`config.mk`:
```
export PLATFORM = sky130hd
export DESIGN_NAME = jspe_cmp
export DESIGN_NICKNAME = d
export VERILOG_FILES = /design/src/hw/rtl/jspe_pkg.sv /design/src/hw/rtl/jspe_cmp.sv
export SDC_FILE = /design/constraint.sdc
export NUM_CORES = 1
export LEC_CHECK = 0
export ABC_AREA = 1
export BUFFER_PORTS_ARGS = -buffer_cell sky130_fd_sc_hd__buf_2
export CAP_MARGIN = 10
export CORE_MARGIN = 3
export CORE_UTILIZATION = 51
export DETAILED_ROUTE_END_ITERATION = 8
export GPL_TIMING_DRIVEN = 1
export PLACE_DENSITY = 0.87
export SETUP_SLACK_MARGIN = 0.02
export SLEW_MARGIN = 20
export SYNTH_ARGS = -nofsm -noshare
export SYNTH_HDL_FRONTEND = slang
export SYNTH_SLANG_ARGS = --single-unit
```
`constraint.sdc`:
```
create_clock -name vclk -period 7.9
set_clock_uncertainty 0.05 [all_clocks]
set_input_delay 1.58 -clock vclk [all_inputs]
set_output_delay 1.58 -clock vclk [all_outputs]
set_load 0.05 [all_outputs]
```
`src/hw/rtl/jspe_pkg.sv`:
```
package jspe_pkg;

    localparam int MAX_JOBS = 64;
    localparam int IDX_W    = $clog2(MAX_JOBS);
    localparam int CNT_W    = $clog2(MAX_JOBS + 1);
    localparam int TIME_W   = 20;

    localparam logic [1:0] CMD_LOAD  = 2'd0;
    localparam logic [1:0] CMD_TICK  = 2'd1;
    localparam logic [1:0] CMD_CLEAR = 2'd2;

    localparam logic [2:0] POL_FCFS = 3'd0;
    localparam logic [2:0] POL_SJF  = 3'd1;
    localparam logic [2:0] POL_LJF  = 3'd2;
    localparam logic [2:0] POL_SRTF = 3'd3;
    localparam logic [2:0] POL_LRTF = 3'd4;

    typedef struct packed {
        logic [7:0]        id;
        logic [11:0]       arr;
        logic [11:0]       burst;
        logic [11:0]       rem;
        logic [TIME_W-1:0] first;
    } t_slot;

    localparam int SLOT_W = $bits(t_slot);

endpackage

```
`src/hw/rtl/jspe_cmp.sv`:
```
// Policy compare: true when the candidate is strictly preferred over the best so far.
module jspe_cmp
    import jspe_pkg::*;
(
    input  logic [2:0] i_policy,
    input  t_slot      i_cand,
    input  t_slot      i_best,
    output logic       o_beats
);
    logic [11:0] key_c;
    logic [11:0] key_b;
    logic        less_wins;
    logic [12:0] tie_c;
    logic [12:0] tie_b;

    always_comb begin
        less_wins = 1'b1;
        case (i_policy)
            POL_SJF: begin
                key_c = i_cand.burst; key_b = i_best.burst;
            end
            POL_LJF: begin
                key_c = i_cand.burst; key_b = i_best.burst; less_wins = 1'b0;
            end
            POL_SRTF: begin
                key_c = i_cand.rem; key_b = i_best.rem;
            end
            POL_LRTF: begin
                key_c = i_cand.rem; key_b = i_best.rem; less_wins = 1'b0;
            end
            default: begin
                key_c = i_cand.arr; key_b = i_best.arr;
            end
        endcase
        tie_c = {1'b0, i_cand.arr} + {1'b0, i_cand.burst};
        tie_b = {1'b0, i_best.arr} + {1'b0, i_best.burst};
        if (key_c != key_b) begin
            o_beats = less_wins ? (key_c < key_b) : (key_c > key_b);
        end else begin
            o_beats = tie_c > tie_b;
        end
    end
endmodule

```
# Yosys cells after proc, flatten, opt, wreduce, memory -nomap -nowiden
# Cells that the tools add are included.
[word_totals] output_inout_bits=1 latch_bits=0 ramBits=0 mem_bits_ro=0 reg_bits=0 mem_count=0 input_bits=131
[op_classes] add_sub_neg=2 div=0 shifts=0 n_lt_le_gt_ge=3 eq_ne=5 bitwise=0 n_mux=4 n_mul=0 reduce_logical=3
[op_table] operator="12-bit one-hot mux with 2 select lines" n=2
[op_table] operator="12-bit by 12-bit adder with 13-bit output" n=2
[op_table] operator="13-bit > comparator" n=1
[op_table] operator="12-bit > comparator" n=1
[op_table] operator="12-bit less-than comparator" n=1
[op_table] operator="12-bit != test" n=1
[op_table] operator="3-bit by 2-bit equality test with 1-bit output, second input constant" n=2
[op_table] operator="2-bit OR reduction" n=3
[op_table] operator="3-bit by 1-bit equality test with 1-bit output, second input constant" n=1
[op_table] operator="3-bit equality test, second input constant" n=1
[op_table] operator="1-bit two-way mux" n=2

# Logic depth before layout (Yosys ltp)
[depth] depth_word=6 depth_mapped=19

# Worst setup path before layout
# No wires, ideal clock.
[synth_path] path_kind="input-to-output" from="in i_best[32] (netlist bit)" to="out o_beats" arrival_time_ns=3.869 cell_stages=14 slack_ns=2.401 path_cell_list="ha_1 > inv_1 > fa_1 > o31ai_2 > nand2_1 > nand2_1 > a21oi_1 > ha_1 > nand4_1 > nor3_1 > nand2_1 > nand2_1 > nand3b_1 > nand2_1"
[synth_between] elab_chain_cells=4 elab_cells_between_ends=8 classes_between="1 x add/sub; 3 x order compare; 1 x eq/ne; 3 x mux"
[synth_rtl] item="start, declared" line_no="jspe_cmp.sv:7" source="input t_slot i_best,"
[synth_rtl] item="branches (longest 3 deep; another with 12-bit by 12-bit adder with 13-bit output)"
[synth_rtl] item="1-bit two-way mux (*)" line_no="jspe_cmp.sv:37" source="if (key_c != key_b) begin"
[synth_rtl] item="end, declared" line_no="jspe_cmp.sv:8" source="output logic o_beats"
# Every way passes the cells marked *.

# Worst setup path in the final report
[layout_path] from="in i_policy[1]" to="out o_beats"
[layout_between] elab_chain_cells=6 elab_cells_between_ends=14 classes_between="2 x order compare; 5 x eq/ne; 4 x mux; 3 x reduce/logical"
[layout_rtl] item="start, declared" line_no="jspe_cmp.sv:5" source="input logic [2:0] i_policy,"
[layout_rtl] item="3-bit equality test, or another cell as far along" line_no="jspe_cmp.sv:18" source="case (i_policy)"
[layout_rtl] item="2-bit OR reduction (no line)"
[layout_rtl] item="12-bit one-hot mux with 2 select lines" line_no="jspe_cmp.sv:18"
[layout_rtl] item="12-bit less-than comparator or 12-bit > comparator (tied branches)" line_no="jspe_cmp.sv:38" source="o_beats = less_wins ? (key_c < key_b) : (key_c > key_b);"
[layout_rtl] item="1-bit two-way mux" line_no="jspe_cmp.sv:38"
[layout_rtl] item="1-bit two-way mux (*)" line_no="jspe_cmp.sv:37"
# Every way passes the cells marked *; elsewhere a longest branch is shown, timed or not.

==> run summary <==
gpl congestion: 0.947
Slew Viols, Final: 0
top cells by count, synth: 89 x nand2_1, 60 x inv_1, 51 x nand3_1
min Tclk post-route: 6.10 ns
startpoint types: input pin
slowest cell delay on critical path: 0.39 ns
largest net degree at the start of global routing: 27
Max-Cap Viols: 0
CLK BUF: 0
drt total wl: 6750 microns
register area share after synthesis: 0%
Total Power: 0.239 mW
Critical path buffers and inverters: 4
Pleak: 1.60 nW
Arrival @ worst endpoint: 4.47 ns
initial antenna violation count: 0
drt wl/cell: 13.1 microns
CP delay by family, top: simple AND/OR/NAND/NOR gates
leading area contributor after synthesis: ha_1
Max Fclk: 164 MHz
global route overflow: 0
vias in the first global route: 2580
Ant. Diodes: 0
number of vias per cell: 5.55
Setup WS pre-CTS: 1.86 ns
RSZ-0062 raised after global routing: false
CP max FO: 25
# DRC: 0
Vias: 2869
Setup TNS Final: 0 ns
status: completed
num rows: 23
Worst Tran Pin Value: 0.551 ns
final setup margin: 1.80 ns
IO buf count: 76
Total Routing Usage GR: 24.3%
PostCTS Resize Cnt: 0
area of the multi-input gates: 0.00204 sq mm
CORE AREA: 0.00420 sq mm
synthesized area per cell: 5.83 sq um
die height: 73.7 microns
cell with the most instances after synthesis: nand2_1
HPWL after DPL: 5710 microns
period utilization: 77.3%
final setup fails: 0
chip width: 73.7 microns
Mapped Area: 0.00234 sq mm
Reg area: 0 sq um
start point of the critical path: i_policy[1]
nets: 651
critical path endpoint category: primary output
Worst Hold Class: input pin to primary output
kind of critical path: input pin to primary output
Setup Fix Bufs, Post-CTS: 0
Syn Inst Count: 401
Die Area: 0.00543 sq mm
area fraction of the dominant cell type after synthesis: 26.2%
CTS Hold Bufs: 0
ANT nets after route: 0
first-pass GRT wire length: 10900 microns
most used cell, CP: nand2_2
Ys Warns: 0
hold path depth: 7
Final Hold Viols: 0
synth unique cells: 28
Slew headroom: 63.1%
peak supply drop: 47.8 uV
CP Cell Sequence: buf_2 -> nand2_2 -> nand2_2 -> nand2_2 -> nand2_2 -> inv_2 -> a21oi_1 -> ha_1 -> nand2_1 -> inv_1 -> nand2_1 -> nor2_1 -> nand4_1 -> nand3b_1 -> nand2_1 -> buf_2
main area contributors after synthesis: ha_1 26%, nand2_1 14%, nand3_1 11%
Syn-to-layout area delta: 16.5%
Synthesized Nets: 583
CP required: 6.27 ns
DR iter-0 viols: 122
pwr dens: 87.9 mW/mm^2
sequential cells: 0
io pins: 132
first drt pass iteration count: 4
CP endpoint: o_beats
Initial Util: 55.6%
Levels on crit path: 16
share of layout cells above drive strength 1: 19.1%
slowest CP cell: nand2_2
fill cell count: 404
==> metrics by stage <==
step / util [%] / instance area, sq um / hold slack (ns) / std cells
6_report: 64.8 / 2720 / 3.85 / 517
5_1_grt: 64.8 / 2720 / 3.94 / 517
4_1_cts: 64.8 / 2720 / 3.86 / 517
3_5_place_dp: 64.8 / 2720 / 3.86 / 517
3_3_place_gp: 64.8 / 2720 / 3.86 / 517
2_1_floorplan: - / 2340 / 3.67 / 401
==> placed cells by master, fill, tap and decap left out, types with 2 or more instances in the layout <==
master and count:
o21bai_1 2, nor2_1 20, a21oi_2 2, a21oi_1 34
xnor2_1 2, nand2_2 5, inv_2 3, ha_1 49
inv_1 60, fa_1 2, o21ai_1 3, nor3_1 4
nand3_1 51, nand2_1 89, o21ai_0 20, xor2_1 14
a31oi_1 6, a21o_1 2, nand4_1 17, buf_2 76
==> power by group <==
part	internal, mW	total (mW)	switching (mW)	leakage, nW
registers	0	0	0	0
logic	0.0948	0.239	0.144	1.60
clock network	0	0	0	0
==> worst min path at each step <==
stage,start,end,slack (ns)
5_1_grt,i_best[44],o_beats,3.94
4_1_cts,i_best[44],o_beats,3.86
3_3_place_gp,i_best[44],o_beats,3.86
6_report,i_best[44],o_beats,3.85
3_5_place_dp,i_best[44],o_beats,3.86
2_1_floorplan,i_policy[2],o_beats,3.67
==> cells by family after synthesis <==
kind of cell | share of synthesized area [%]
adders and majority gates | 28.0
xor gates and xnor gates | 6.00
AOI/OAI and AO/OA | 17.0
buffers and inverters | 12.6
and+or+nand+nor | 36.4
==> layer usage <==
| layer | GRT usage, % | vias to the layer above | routed length, microns |
|---|---|---|---|
| li1 | - | 1496 | - |
| met1 | 32.2 | 1264 | 3110 |
| met2 | 44.2 | 101 | 3190 |
| met3 | 0.684 | 8 | 364 |
| met4 | 3.22 | 0 | 82 |
| met5 | 0 | - | 0 |
==> area by class of cell <==
cell class / count / area share (%)
well taps: 50 / 2.30
repair buffers: 76 / 14.0
inverters: 63 / 8.69
multi-input cells: 328 / 75.0
Power figures use the tool's default switching activity.
